## config.mk

```make
export PLATFORM = sky130hd
export DESIGN_NAME = rgb_led_spi_bit_encoder
export DESIGN_NICKNAME = d
export VERILOG_FILES = /design/src/rtl/rlse_pkg.sv /design/src/rtl/rlse_front.sv /design/src/rtl/rlse_back.sv /design/src/rtl/rgb_led_spi_bit_encoder.sv
export VERILOG_INCLUDE_DIRS = /design/src /design/src/rtl
export SDC_FILE = /design/constraint.sdc
export NUM_CORES = 1
export LEC_CHECK = 0
export BUFFER_PORTS_ARGS = -buffer_cell sky130_fd_sc_hd__buf_2
export CAP_MARGIN = 0
export CORE_AREA = 2 2 181 130
export DETAILED_ROUTE_END_ITERATION = 8
export DIE_AREA = 0 0 183 132
export PLACE_DENSITY = 0.54
export SYNTH_ARGS = -nofsm -noshare
export SYNTH_HDL_FRONTEND = slang
export SYNTH_SLANG_ARGS = --single-unit
export TNS_END_PERCENT = 100
```

## constraint.sdc

```tcl
create_clock -name clk -period 4.9 [get_ports clk]
set_input_delay 0.49 -clock clk [delete_from_list [all_inputs] [get_ports clk]]
set_output_delay 0.49 -clock clk [all_outputs]
set_load 0.02 [all_outputs]
```

## src/rtl/rgb_led_spi_bit_encoder_defines.svh

```systemverilog
// Assertion macros for the encoder RTL, used by rlse_back.
// Each macro expects clk and rst_n in scope.
`ifndef RGB_LED_SPI_BIT_ENCODER_DEFINES_SVH
`define RGB_LED_SPI_BIT_ENCODER_DEFINES_SVH

// Same-cycle implication.
`define RLSE_ASSERT_SAME(lbl, ante, cons, msg) \
    lbl: assert property (@(posedge clk) disable iff (!rst_n) (ante) |-> (cons)) \
        else $error(msg);

// Next-cycle implication.
`define RLSE_ASSERT_NEXT(lbl, ante, cons, msg) \
    lbl: assert property (@(posedge clk) disable iff (!rst_n) (ante) |=> (cons)) \
        else $error(msg);

`endif

```

## src/rtl/rlse_pkg.sv

```systemverilog
`timescale 1ns / 1ps

package rlse_pkg;

    // Command handed from the front queue to the back sequencer.
    typedef struct packed {
        logic       pixel;
        logic [7:0] green;
        logic [7:0] red;
        logic [7:0] blue;
        logic       frame_end;
    } cmd_t;

    // Configuration register indexes (paddr[3:2]).
    typedef enum logic [1:0] {
        REG_ONE_PATTERN  = 2'd0,
        REG_ZERO_PATTERN = 2'd1,
        REG_RESET_WORDS  = 2'd2,
        REG_UNUSED       = 2'd3
    } reg_idx_t;

    localparam logic       REQ_FRAME_RESET = 1'b0;

    localparam logic [7:0] ONE_PATTERN_RST  = 8'd248;
    localparam logic [7:0] ZERO_PATTERN_RST = 8'd192;
    localparam logic [7:0] RESET_WORDS_RST  = 8'd75;

    // Word slot within one colour: four pattern words, then the zero word.
    localparam logic [2:0] POS_ZERO_WORD = 3'd4;
    // Colour slot: green, red, blue.
    localparam logic [1:0] COLOUR_GREEN  = 2'd0;
    localparam logic [1:0] COLOUR_RED    = 2'd1;
    localparam logic [1:0] COLOUR_BLUE   = 2'd2;

    localparam logic [15:0] ZERO_WORD = 16'h0000;
    localparam logic [7:0]  REPEAT_ONE = 8'd1;

endpackage

```

## src/rtl/rlse_front.sv

```systemverilog
`timescale 1ns / 1ps

module rlse_front #(
    parameter int DEPTH = 4
) (
    input  logic               clk,
    input  logic               rst_n,
    input  logic               push,
    output logic               full,
    input  logic               req_type,
    input  logic [7:0]         red,
    input  logic [7:0]         green,
    input  logic [7:0]         blue,
    input  logic               frame_end,
    output logic               head_valid,
    output rlse_pkg::cmd_t     head_cmd,
    input  logic               head_pop
);

    localparam int PTR_W = (DEPTH > 1) ? $clog2(DEPTH) : 1;
    localparam int CNT_W = $clog2(DEPTH + 1);
    localparam logic [PTR_W-1:0] PTR_LAST = PTR_W'(DEPTH - 1);
    localparam logic [CNT_W-1:0] CNT_FULL = CNT_W'(DEPTH);

    rlse_pkg::cmd_t             queue_reg [DEPTH];
    rlse_pkg::cmd_t             cmd_in;
    logic [PTR_W-1:0]           wr_ptr_reg, wr_ptr_next;
    logic [PTR_W-1:0]           rd_ptr_reg, rd_ptr_next;
    logic [CNT_W-1:0]           count_reg, count_next;
    logic                       wr_en;
    logic                       rd_en;

    // Classify: a frame reset is not a pixel and never carries frame_end.
    always_comb
    begin
        cmd_in.pixel     = (req_type != rlse_pkg::REQ_FRAME_RESET);
        cmd_in.green     = green;
        cmd_in.red       = red;
        cmd_in.blue      = blue;
        cmd_in.frame_end = frame_end & cmd_in.pixel;
    end

    assign full       = (count_reg == CNT_FULL);
    assign head_valid = (count_reg != '0);
    assign head_cmd   = queue_reg[rd_ptr_reg];
    assign wr_en      = push && !full;
    assign rd_en      = head_pop && head_valid;

    always_comb
    begin
        wr_ptr_next = wr_ptr_reg;
        rd_ptr_next = rd_ptr_reg;
        count_next  = count_reg;
        if (wr_en)
        begin
            wr_ptr_next = (wr_ptr_reg == PTR_LAST) ? '0 : wr_ptr_reg + 1'b1;
        end
        if (rd_en)
        begin
            rd_ptr_next = (rd_ptr_reg == PTR_LAST) ? '0 : rd_ptr_reg + 1'b1;
        end
        if (wr_en && !rd_en)
        begin
            count_next = count_reg + 1'b1;
        end
        else if (rd_en && !wr_en)
        begin
            count_next = count_reg - 1'b1;
        end
    end

    always_ff @(posedge clk or negedge rst_n)
    begin
        if (!rst_n)
        begin
            wr_ptr_reg <= '0;
            rd_ptr_reg <= '0;
            count_reg  <= '0;
        end
        else
        begin
            wr_ptr_reg <= wr_ptr_next;
            rd_ptr_reg <= rd_ptr_next;
            count_reg  <= count_next;
        end
    end

    always_ff @(posedge clk)
    begin
        if (wr_en)
        begin
            queue_reg[wr_ptr_reg] <= cmd_in;
        end
    end

endmodule

```

## src/rtl/rlse_back.sv

```systemverilog
`timescale 1ns / 1ps

`include "rgb_led_spi_bit_encoder_defines.svh"

module rlse_back (
    input  logic               clk,
    input  logic               rst_n,
    input  logic               head_valid,
    input  rlse_pkg::cmd_t     head_cmd,
    output logic               head_pop,
    input  logic [7:0]         one_pattern,
    input  logic [7:0]         zero_pattern,
    input  logic [7:0]         reset_words,
    output logic               empty,
    input  logic               pop,
    output logic [15:0]        spi_word,
    output logic [7:0]         repeat_count,
    output logic               last,
    output logic               chain_done
);

    logic [2:0]   pos_reg;
    logic [1:0]   colour_reg;
    logic         out_valid_reg;
    logic [15:0]  word_reg;
    logic [7:0]   rep_reg;
    logic         last_reg;
    logic         done_reg;

    logic [7:0]   colour_byte;
    logic [1:0]   bit_pair;
    logic [15:0]  word_next;
    logic [7:0]   rep_next;
    logic         last_next;
    logic         done_next;
    logic         advance;

    always_comb
    begin
        case (colour_reg)
            rlse_pkg::COLOUR_GREEN: colour_byte = head_cmd.green;
            rlse_pkg::COLOUR_RED:   colour_byte = head_cmd.red;
            default:                colour_byte = head_cmd.blue;
        endcase

        // Two colour bits per word, MSB pair first.
        case (pos_reg)
            3'd0:    bit_pair = colour_byte[7:6];
            3'd1:    bit_pair = colour_byte[5:4];
            3'd2:    bit_pair = colour_byte[3:2];
            default: bit_pair = colour_byte[1:0];
        endcase

        if (head_cmd.pixel && (pos_reg != rlse_pkg::POS_ZERO_WORD))
        begin
            word_next = {bit_pair[1] ? one_pattern : zero_pattern,
                         bit_pair[0] ? one_pattern : zero_pattern};
        end
        else
        begin
            word_next = rlse_pkg::ZERO_WORD;
        end

        if (head_cmd.pixel)
        begin
            rep_next = rlse_pkg::REPEAT_ONE;
        end
        else
        begin
            // A reset count of zero still sends one word.
            rep_next = (reset_words == '0) ? rlse_pkg::REPEAT_ONE : reset_words;
        end

        last_next = !head_cmd.pixel
                    || ((colour_reg == rlse_pkg::COLOUR_BLUE)
                        && (pos_reg == rlse_pkg::POS_ZERO_WORD));
        done_next = head_cmd.pixel && last_next && head_cmd.frame_end;
    end

    // Load the output register when it is free or being drained.
    assign advance  = head_valid && (!out_valid_reg || pop);
    assign head_pop = advance && last_next;

    always_ff @(posedge clk or negedge rst_n)
    begin
        if (!rst_n)
        begin
            pos_reg       <= '0;
            colour_reg    <= rlse_pkg::COLOUR_GREEN;
            out_valid_reg <= 1'b0;
        end
        else
        begin
            if (advance)
            begin
                out_valid_reg <= 1'b1;
                if (last_next)
                begin
                    pos_reg    <= '0;
                    colour_reg <= rlse_pkg::COLOUR_GREEN;
                end
                else if (pos_reg == rlse_pkg::POS_ZERO_WORD)
                begin
                    pos_reg    <= '0;
                    colour_reg <= colour_reg + 1'b1;
                end
                else
                begin
                    pos_reg <= pos_reg + 1'b1;
                end
            end
            else if (pop)
            begin
                out_valid_reg <= 1'b0;
            end
        end
    end

    always_ff @(posedge clk)
    begin
        if (advance)
        begin
            word_reg <= word_next;
            rep_reg  <= rep_next;
            last_reg <= last_next;
            done_reg <= done_next;
        end
    end

    assign empty        = !out_valid_reg;
    assign spi_word     = word_reg;
    assign repeat_count = rep_reg;
    assign last         = last_reg;
    assign chain_done   = done_reg;

    `RLSE_ASSERT_SAME(a_done_on_last, out_valid_reg && done_reg, last_reg, "chain_done without last")
    `RLSE_ASSERT_SAME(a_slot_range, 1'b1, (pos_reg <= rlse_pkg::POS_ZERO_WORD) && (colour_reg <= rlse_pkg::COLOUR_BLUE), "word slot out of range")
    `RLSE_ASSERT_NEXT(a_restart_after_last, head_pop, (pos_reg == '0) && (colour_reg == rlse_pkg::COLOUR_GREEN), "sequencer did not restart")
    `RLSE_ASSERT_SAME(a_mid_pixel_no_pop, advance && head_cmd.pixel && (pos_reg != rlse_pkg::POS_ZERO_WORD), !head_pop, "command dropped mid pixel")

endmodule

```

## src/rtl/rgb_led_spi_bit_encoder.sv

```systemverilog
`timescale 1ns / 1ps

// Bit encoder for a one-wire RGB LED chain fed through a 16-bit SPI shifter.
// Input channel: push/full queue. A frame-reset item (req_type 0) gives one
// zero word with repeat_count = reset_words (0 counts as 1); a pixel item
// gives fifteen words: green, red, blue, each as four pattern words MSB first
// and one zero word. last marks an item's final word, chain_done the final
// word of a pixel flagged frame_end.
// Result channel: empty/pop queue; the oldest word sits on the ports while
// empty is low and a transfer completes when pop is high.
// The first word of an item passes through the command queue and then the
// output register. Throughput: one word per cycle while the receiver pops;
// a pixel takes fifteen words of the sequencer, a frame reset one. The command
// queue (QUEUE_DEPTH entries) keeps taking items while the sequencer works.
// A stalled receiver holds the output register; the sequencer stops and the
// command queue fills, then full rises.
// Reset clears both queues; the registers return to 248, 192 and 75.
// APB registers at 0x0 one_pattern, 0x4 zero_pattern, 0x8 reset_words;
// write them only while the block is idle.

module rgb_led_spi_bit_encoder #(
    parameter int QUEUE_DEPTH = 4
) (
    input  logic         clk,
    input  logic         rst_n,
    input  logic         push,
    output logic         full,
    input  logic         req_type,
    input  logic [7:0]   red,
    input  logic [7:0]   green,
    input  logic [7:0]   blue,
    input  logic         frame_end,
    output logic         empty,
    input  logic         pop,
    output logic [15:0]  spi_word,
    output logic [7:0]   repeat_count,
    output logic         last,
    output logic         chain_done,
    input  logic         psel,
    input  logic         penable,
    input  logic         pwrite,
    input  logic [3:0]   paddr,
    input  logic [31:0]  pwdata,
    output logic [31:0]  prdata,
    output logic         pready
);

    logic [7:0]           one_pattern_reg;
    logic [7:0]           zero_pattern_reg;
    logic [7:0]           reset_words_reg;
    logic                 cfg_wr;
    rlse_pkg::reg_idx_t   reg_idx;
    logic                 head_valid;
    logic                 head_pop;
    rlse_pkg::cmd_t       head_cmd;

    assign pready  = 1'b1;
    assign reg_idx = rlse_pkg::reg_idx_t'(paddr[3:2]);
    assign cfg_wr  = psel && penable && pwrite && pready;

    always_ff @(posedge clk or negedge rst_n)
    begin
        if (!rst_n)
        begin
            one_pattern_reg  <= rlse_pkg::ONE_PATTERN_RST;
            zero_pattern_reg <= rlse_pkg::ZERO_PATTERN_RST;
            reset_words_reg  <= rlse_pkg::RESET_WORDS_RST;
        end
        else if (cfg_wr)
        begin
            case (reg_idx)
                rlse_pkg::REG_ONE_PATTERN:  one_pattern_reg  <= pwdata[7:0];
                rlse_pkg::REG_ZERO_PATTERN: zero_pattern_reg <= pwdata[7:0];
                rlse_pkg::REG_RESET_WORDS:  reset_words_reg  <= pwdata[7:0];
                default: ;
            endcase
        end
    end

    always_comb
    begin
        case (reg_idx)
            rlse_pkg::REG_ONE_PATTERN:  prdata = {24'd0, one_pattern_reg};
            rlse_pkg::REG_ZERO_PATTERN: prdata = {24'd0, zero_pattern_reg};
            rlse_pkg::REG_RESET_WORDS:  prdata = {24'd0, reset_words_reg};
            default:                    prdata = 32'd0;
        endcase
    end

    rlse_front #(
        .DEPTH (QUEUE_DEPTH)
    ) u_front (
        .clk        (clk),
        .rst_n      (rst_n),
        .push       (push),
        .full       (full),
        .req_type   (req_type),
        .red        (red),
        .green      (green),
        .blue       (blue),
        .frame_end  (frame_end),
        .head_valid (head_valid),
        .head_cmd   (head_cmd),
        .head_pop   (head_pop)
    );

    rlse_back u_back (
        .clk          (clk),
        .rst_n        (rst_n),
        .head_valid   (head_valid),
        .head_cmd     (head_cmd),
        .head_pop     (head_pop),
        .one_pattern  (one_pattern_reg),
        .zero_pattern (zero_pattern_reg),
        .reset_words  (reset_words_reg),
        .empty        (empty),
        .pop          (pop),
        .spi_word     (spi_word),
        .repeat_count (repeat_count),
        .last         (last),
        .chain_done   (chain_done)
    );

endmodule
```

After elaboration in Yosys (flattened, before gate mapping). Memory sizes are Yosys's and may differ from the RTL's. Index checks and enable logic that the tools add are counted.

Bits in registers: 63. Bits in writable memories: 104. Input bits: 69. Output and inout port bits: 61. Logic and storage cells: 81. Memories: 1.

Add/sub/neg operators: 6. Equal/unequal tests: 11. Muxes and demuxes: 17. Bitwise gates (word level): 1. Reductions and logical operators: 32.

Memories: u_front.queue_reg (words 4, bits a word 26, rd ports 1, clocked after Yosys merged registers in 0, write ports 1, RTL line rlse_front.sv:25) `rlse_pkg::cmd_t queue_reg [DEPTH];`.

Operators with widths (count): $pmux 8 s3 (1); $mux 8 (2); $pmux 8 s2 (1); $logic_and 1x1->1 (12); $mux 3 (4); $eq 2x2->1 const B (4); $logic_not 8->1 (1); $mux 2 (4); $reduce_and 2->1 (4); $add 2x1->2 const B (3); $add 3x1->3 const B (2); $eq 3x3->1 const B (2); $pmux 2 s3 (1); $reduce_bool 2->1 (3); $logic_not 1->1 (5); $eq 2x1->1 const B (2); $logic_not 2->1 (2); $mux 1 (4); $eq 3x1->1 const B (1); $eq 3x2->1 const B (1); $logic_not 3->1 (1); $ne 3x3->1 const B (1); $reduce_bool 3->1 (1); $sub 3x1->3 const B (1); other kinds (3) (4).

Depth between registers and ports, before layout. Gate-level depths: netlist of run 1.

Depth in word-level cells: 8. Depth in mapped cells: 12. Depth with buffers taken out: 11.

Cells and area by module. From an unflattened synthesis of run 1, not the netlist that was laid out.

Cell total of the unflattened synthesis: 427. Area, all modules: 7384.6 um2.

Modules (own cells, without submodules): rlse_front (times used 1, cells each 174, area each 4270.3 um2, seq. area each 3298.2 um2); rlse_back (times used 1, cells each 145, area each 1766.7 um2, seq. area each 930.9 um2); rgb_led_spi_bit_encoder (times used 1, cells each 108, area each 1347.5 um2, seq. area each 614.3 um2).

Worst setup path before layout of run 1. No wires, ideal clock.

Path kind: input-to-reg. Start: in pop. End: reg u_front.count_reg[1]. Library setup time: 0.125 ns. Data arrival time: 3.459 ns. Required time: 4.775 ns. Setup slack: 1.316 ns. Stages: 7. Path buffers: 0. Cell sequence: inv_1 -> a21oi_1 -> nand2_1 -> ha_1 -> inv_1 -> fa_1 -> mux2_2.

Word-level cells in the longest chain between the ends: 7. Elaborated cells between the ends (all ways): 9. Those cells by class: mux: 1; reduce/logical: 8.

Ends and longest elaborated chain: start, declared (RTL line rgb_led_spi_bit_encoder.sv:34) `input logic pop,`; $logic_or 1x1->1 (RTL line rlse_back.sv:81) `assign advance = head_valid && (!out_valid_reg || pop);`; $logic_and 1x1->1 (RTL line rlse_back.sv:81); via u_back.advance (RTL line rlse_back.sv:36) `logic advance;`; $logic_and 1x1->1 (RTL line rlse_back.sv:82) `assign head_pop = advance && last_next;`; $logic_and 1x1->1 (RTL line rlse_front.sv:47) `assign rd_en = head_pop && head_valid;`; $logic_not 1->1 (RTL line rlse_front.sv:62) `if (wr_en && !rd_en)`; $logic_and 1x1->1 (RTL line rlse_front.sv:62); $mux 3 (RTL line rlse_front.sv:62); via u_front.count_next[1] (RTL line rlse_front.sv:29) `logic [CNT_W-1:0] count_reg, count_next;`; end signal, assigned (RTL line rlse_front.sv:84) `count_reg <= count_next;`; end, declared (RTL line rlse_front.sv:29).

The timed path passes the listed nets, and every way through them passes these cells. A chain may end at the register's enable or synchronous reset.

Worst setup path in the final report of run 1.
Start: reg u_front.rd_ptr_reg[0]. End: reg u_back.word_reg[5] (netlist: u_back.spi_word[5]), data pin.

Word-level cells in the longest chain between the ends: 4. Elaborated cells between the ends (all ways): 5. Those cells by class: mux: 3; reduce/logical: 1; memory: 1.

Ends and longest elaborated chain: start, declared (RTL line rlse_front.sv:28) `logic [PTR_W-1:0] rd_ptr_reg, rd_ptr_next;`; start signal, assigned (RTL line rlse_front.sv:83) `rd_ptr_reg <= rd_ptr_next;`; $mem_v2 4x26 *; $pmux 8 s2 (RTL line rlse_back.sv:40) `case (colour_reg)`; $pmux 2 s3 (RTL line rlse_back.sv:47) `case (pos_reg)`; $mux 8 (RTL line rlse_back.sv:57) `bit_pair[0] ? one_pattern : zero_pattern};`; end signal, assigned (RTL line rlse_back.sv:123) `word_reg <= word_next;`; end, declared (RTL line rlse_back.sv:25) `logic [15:0] word_reg;`.

Mark *: on every way between the ends. The rest lies on a longest branch, timed or not.

==> results of run 1 <==
-- critical path, stage by stage, from the launching register on --
cell and delay, ns:
dfrtp_2 0.85, buf_4 0.37, mux4_2 0.53, a22o_1 0.27
a211oi_4 0.65, a211o_1 0.18, nand3_1 0.10
-- final cells by class --
cell class,count,area [um2]
well taps,288,360
flip-flops and latches,167,4840
clock inverters,14,125
repair buffers,85,443
clock buffers,17,425
inverters,10,37.5
multi-input cells,302,2580
fillers,2063,13500
-- placed cells by master (no fill, tap or decap), types with 8 or more instances in the layout --
cell type	Yosys	final
dfrtp_1	26	25
a32oi_1	8	8
dfstp_2	11	11
mux2i_1	19	19
ha_1	13	13
conb_1	2	25
mux2_2	27	27
o21ai_0	16	16
buf_2	3	78
nand4b_1	8	8
inv_1	10	10
nand4_1	8	8
o211ai_1	8	8
and3_1	10	10
nor2b_1	12	12
nand2_1	30	30
clkbuf_16	0	17
nand3_1	15	15
mux4_2	17	17
or2_2	8	8
edfxtp_1	130	130
-- power by group through the flow --
stage                     Combinational [mW]  Sequential (mW)  Clock [mW]
after CTS                               2.31             2.25        1.29
after global routing                    2.51             2.29        1.35
after floorplan                         1.76             2.28           0
after global placement                  2.24             2.26           0
after detailed placement                2.30             2.27           0
final                                   2.29             2.24        1.25
-- routing by layer --
| metal | up-vias | global-route usage | wire length [um] |
|---|---|---|---|
| met5 | - | 0 | 13 |
| met4 | 2 | 0.0453 | 245 |
| met3 | 24 | 0.0376 | 799 |
| met2 | 115 | 0.217 | 7460 |
| met1 | 2254 | 0.193 | 7640 |
| li1 | 2062 | - | - |
-- through the flow --
step | area, um2 | setup WS (ns) | hold WS [ns] | std cells
finish | 8810 | 1.66 | 0.167 | 883
global route | 8810 | 1.44 | 0.228 | 883
CTS | 8810 | 1.62 | 0.188 | 883
detailed placement | 8260 | 1.64 | 0.495 | 852
global placement | 8260 | 1.65 | 0.472 | 852
floorplan | 7820 | 1.32 | 0.194 | 530
-- logic make-up (layout without fill, tap and decap cells) --
group / Yosys count / in the layout / synth area share
muxes: 66 / 66 / 0.124
DFF: 167 / 167 / 0.626
adders and majority gates: 14 / 14 / 0.0236
and+or+nand+nor: 125 / 125 / 0.0909
AOI/OAI and AO/OA: 69 / 69 / 0.0783
other: 2 / 25 / 0.000971
buffers and inverters: 61 / 126 / 0.0528
xor gates and xnor gates: 3 / 3 / 0.00340
-- worst paths after layout --
| path | from | to | slack (ns) | cells past startpoint |
|---|---|---|---|---|
| max reg2reg | u_front.rd_ptr_reg[0]$_DFFE_PN0P_ | u_back.spi_word[5]$_SDFFCE_PN0P_ | 1.66 | 6 |
| max in group asynchronous | rst_n | u_front.rd_ptr_reg[0]$_DFFE_PN0P_ | 4.12 | 1 |
| max | u_front.rd_ptr_reg[0]$_DFFE_PN0P_ | u_back.spi_word[5]$_SDFFCE_PN0P_ | 1.66 | 6 |
| min | rst_n | reset_words_reg[7]$_DFFE_PN0P_ | 0.17 | 1 |
| min in group clk | pop | u_back.out_valid_reg$_DFFE_PN0P_ | 0.26 | 2 |
| min reg2reg | u_front.count_reg[2]$_DFFE_PN0P_ | u_front.count_reg[2]$_DFFE_PN0P_ | 0.50 | 1 |
==> flow_metrics.tcl, run 1 <==
set metrics [dict create \
    fin_setup_tns_ns 0 \
    synth_cell_type_count 56 \
    layout-drive-gt1-share 0.328 \
    leakage_nw 3.30 \
    hpwl_mm 10.9 \
    gp_congestion 0.733 \
    p_per_area_nw_per_um2 656 \
    largest_reg_flops 104 \
    period_minus_slack_ns 3.24 \
    worst_setup_path_start_kind "register" \
    syn_area_per_cell_um2 15.3 \
    cts_sinks 167 \
    cp.required_ns 5.05 \
    yosysMostFrequentCell "edfxtp_1" \
    clk_latency_ns 0.42 \
    wl_per_cell_um 18.3 \
    nNetsFinal 666 \
    cp_max_fo 24 \
    wl_mm 16.2 \
    peakVddDrop_uv 285 \
    drc 0 \
    globalRouteOverflowTotal 0 \
    routed_via_density 5.05 \
    synth_edf_count 130 \
    drt_first_pass_iters 4 \
    fin_total_pwr_mw 5.78 \
    cts_setup_buffers 0 \
    endpoint_kind "register" \
    cts-hold-fix-buffers 0 \
    slew_viol_final 0 \
    core_area_um2 22300 \
    die_y_um 132 \
    ys_warn_count 0 \
    area_growth_syn_to_layout_pct 14.0 \
    status "finished clean" \
    cts_tree "yes" \
    finalCritPeriodShare 0.661 \
    grt_pass1_vias 4686 \
    start_util 0.346 \
    seqPwrFrac 0.387 \
    yosys-top-cells-area "edfxtp_1 50%, dfrtp_1 8.4%, mux4_2 5.0%" \
    switching_share 0.378 \
    relSlewSlack 0.118 \
    power_switching_mw 2.18 \
    cts_buffer_depth 2 \
    ctsResizeCount 0 \
    rows 46 \
    ys_ff_latch 167 \
    portBuffers 78 \
    htreeDepth 4 \
    die_area_um2 24200 \
    fmax_mhz 309 \
    dieWidth_um 183 \
    numCtsBuffers 17 \
    fin_skew_ns 0.00849 \
    yosysSeqAreaShare 0.626 \
    syn-cell-area_um2 7730 \
    grt_pass1_wl_mm 25.7 \
    path_clk_slew_ns 0.07 \
    hold_class "in -> async" \
    synthFlopType "edfxtp_1" \
    antenna_found_initial 1 \
    maxCapViolCount 0 \
    worst_slew_pin_slew_ns 1.31 \
    via_count 4457 \
    critical_path_class "reg -> reg" \
    grt_start_max_net_pins 38 \
    setup_viol 0 \
    power_frac_comb 0.396 \
    ant_nets 0 \
    drt_iter0_markers 282 \
    async_flop_share 0.222 \
    finalHoldViolations 0 \
    grt_util_all_layers 0.140 \
    synthTopCellsByCount "130 x edfxtp_1, 30 x buf_4, 30 x nand2_1" \
    diodes 0 \
    cts_root_buffer "clkbuf_16" \
    io_pins 130 \
    synth_top_area_frac 0.505 \
    synthCells 507 \
    cp.arrival_ns 3.39 \
    p_int_mw 3.60 \
    yosys.area.top_type "edfxtp_1" \
    power_frac_clock 0.217 \
    fin_util 0.395 \
    rsz0062_at_grt "false" \
]
Note: power is estimated with default switching activity, not from simulation.
==> run 2, diff against run 1 <==
==> constraint.sdc (replaced) <==
create_clock -name clk -period 3.4 [get_ports clk]
set_input_delay 0.34 -clock clk [delete_from_list [all_inputs] [get_ports clk]]
set_output_delay 0.34 -clock clk [all_outputs]
set_load 0.02 [all_outputs]
==> run 2 against run 1 <==
Combinational power rose by 52%. Final cell count grew 1.6%. Setup slack worse by 1.3 ns. Fmax is 8.0% higher. Clock skew increased by 0.0014 ns. Sequential share of layout area fell by 1.0 points. Wire length decreased by 2.2%. Register-to-register slack lost 1.3 ns. Global-route usage fell by 0.46 points. Non-clock buffer count grew 13. Largest power group unchanged.
==> flow_metrics.tcl, run 2 (same netlist as run 1, synthesis figures left out) <==
set metrics [dict create \
    wl_mm 15.8 \
    diodes 0 \
    drt_first_pass_iters 5 \
    cts_root_buffer "clkbuf_16" \
    grt_pass1_wl_mm 25.0 \
    path_clk_slew_ns 0.07 \
    relSlewSlack 0.428 \
    clk_latency_ns 0.43 \
    antenna_found_initial 1 \
    rsz0062_at_grt "false" \
    dieWidth_um 183 \
    p_per_area_nw_per_um2 963 \
    post_dp_cell_area_um2 8370 \
    status "finished clean" \
    fmax_mhz 333 \
    drt_iter0_markers 327 \
    cp_max_fo 25 \
    dp.cells 865 \
    drc 0 \
    period_minus_slack_ns 3.00 \
    layout.cells.non_filler 897 \
    wl_per_cell_um 17.6 \
    grt_pass1_vias 4586 \
    die_area_um2 24200 \
    routed_via_density 5.04 \
    portBuffers 78 \
    core_area_um2 22300 \
    power_frac_comb 0.402 \
    cts_setup_buffers 0 \
    via_count 4520 \
    start_util 0.346 \
    maxCapViolCount 0 \
    numCtsBuffers 17 \
    fin_skew_ns 0.00985 \
    finalCritPeriodShare 0.882 \
    globalRouteOverflowTotal 0 \
    power_frac_clock 0.227 \
    finalHoldViolations 0 \
    io_pins 130 \
    grt_start_max_net_pins 38 \
    worst_slack_ns 0.400 \
    worst_setup_path_start_kind "register" \
    cp.required_ns 3.69 \
    cts_tree "yes" \
    ctsResizeCount 0 \
    seqPwrFrac 0.371 \
    gp_congestion 0.753 \
    rows 46 \
    fill_cells 2075 \
    peakVddDrop_uv 460 \
    cts_sinks 167 \
    cp.arrival_ns 3.29 \
    layout-drive-gt1-share 0.348 \
    hpwl_mm 11.0 \
    nNetsFinal 679 \
    switching_share 0.373 \
    slew_viol_final 0 \
    area_growth_syn_to_layout_pct 16.2 \
    critical_path_class "reg -> reg" \
    setup_viol 0 \
    hold_class "in -> async" \
    final_common_cell "edfxtp_1" \
    fin_setup_tns_ns 0 \
    dpl_worst_slack_ns 0.380 \
    p_int_mw 5.43 \
    die_y_um 132 \
    power_switching_mw 3.22 \
    cts-hold-fix-buffers 0 \
    grt_util_all_layers 0.136 \
    largest_reg_flops 104 \
    leakage_nw 3.40 \
    worst_slew_pin_slew_ns 0.858 \
    htreeDepth 4 \
    cts_buffer_depth 2 \
    layout_common_cells "130 x edfxtp_1, 78 x buf_2, 30 x nand2_1" \
    final_area_um2 8980 \
    endpoint_kind "register" \
    ant_nets 0 \
]
[run 2: cell count changes in the layout (fill, tap and decap cells not counted), sizes merged]
cell / change
buf: +13
bufinv: +1
clkinv: -4
inv: +4
[run 2: critical path, cell delays in order (launching register included)]
cell and delay (ns):
dfrtp_2 0.83, buf_4 0.28, mux4_2 0.52, a22o_1 0.23
a211oi_4 0.55, buf_4 0.23, a32oi_1 0.06, nand3_1 0.14
[run 2: metal layers]
metal,vias up,track usage,wire length [um]
met3,12,0.0340,707
met1,2278,0.189,7630
met4,2,0.0387,161
li1,2092,-,-
met5,-,0,11
met2,136,0.211,7300
[run 2: final timing paths]
path / to / depth (start not counted) / slack, ns / startpoint
worst max-delay path: u_back.spi_word[4]$_SDFFCE_PN0P_ / 7 / 0.40 / u_front.rd_ptr_reg[0]$_DFFE_PN0P_
max in group asynchronous: u_front.rd_ptr_reg[0]$_DFFE_PN0P_ / 1 / 2.78 / rst_n
worst min register to register: u_front.count_reg[2]$_DFFE_PN0P_ / 1 / 0.50 / u_front.count_reg[2]$_DFFE_PN0P_
worst max register to register: u_back.spi_word[4]$_SDFFCE_PN0P_ / 7 / 0.40 / u_front.rd_ptr_reg[0]$_DFFE_PN0P_
min in group clk: u_back.out_valid_reg$_DFFE_PN0P_ / 2 / 0.10 / pop
worst min-delay path: reset_words_reg[7]$_DFFE_PN0P_ / 1 / 0.02 / rst_n
[run 2: final cells by class]
| cell class | instances | area [um2] | area share |
|---|---|---|---|
| clock buffer | 17 | 425 | 0.0474 |
| clock inverter | 15 | 183 | 0.0203 |
| inverter | 10 | 37.5 | 0.00418 |
| multi-input combinational | 302 | 2580 | 0.287 |
| sequential | 167 | 4840 | 0.539 |
| tap | 288 | 360 | 0.0401 |
| timing repair buffer | 98 | 553 | 0.0616 |
[run 2: power groups by stage]
stage | Sequential, mW | Clock [mW] | Combinational [mW]
floorplan | 3.29 | 0 | 2.53
finish | 3.21 | 1.96 | 3.48
global placement | 3.24 | 0 | 3.37
CTS | 3.22 | 2.01 | 3.49
detailed placement | 3.26 | 0 | 3.48
global route | 3.28 | 2.09 | 3.78
[run 2: through the flow]
| step | utilization | hold WS, ns | power [mW] |
|---|---|---|---|
| finish | 0.402 | 0.0218 | 8.65 |
| global route | 0.402 | 0.0838 | 9.15 |
| CTS | 0.402 | 0.0408 | 8.72 |
| detailed placement | 0.375 | 0.494 | 6.74 |
| global placement | 0.375 | 0.476 | 6.62 |
| floorplan | - | 0.0444 | 5.82 |
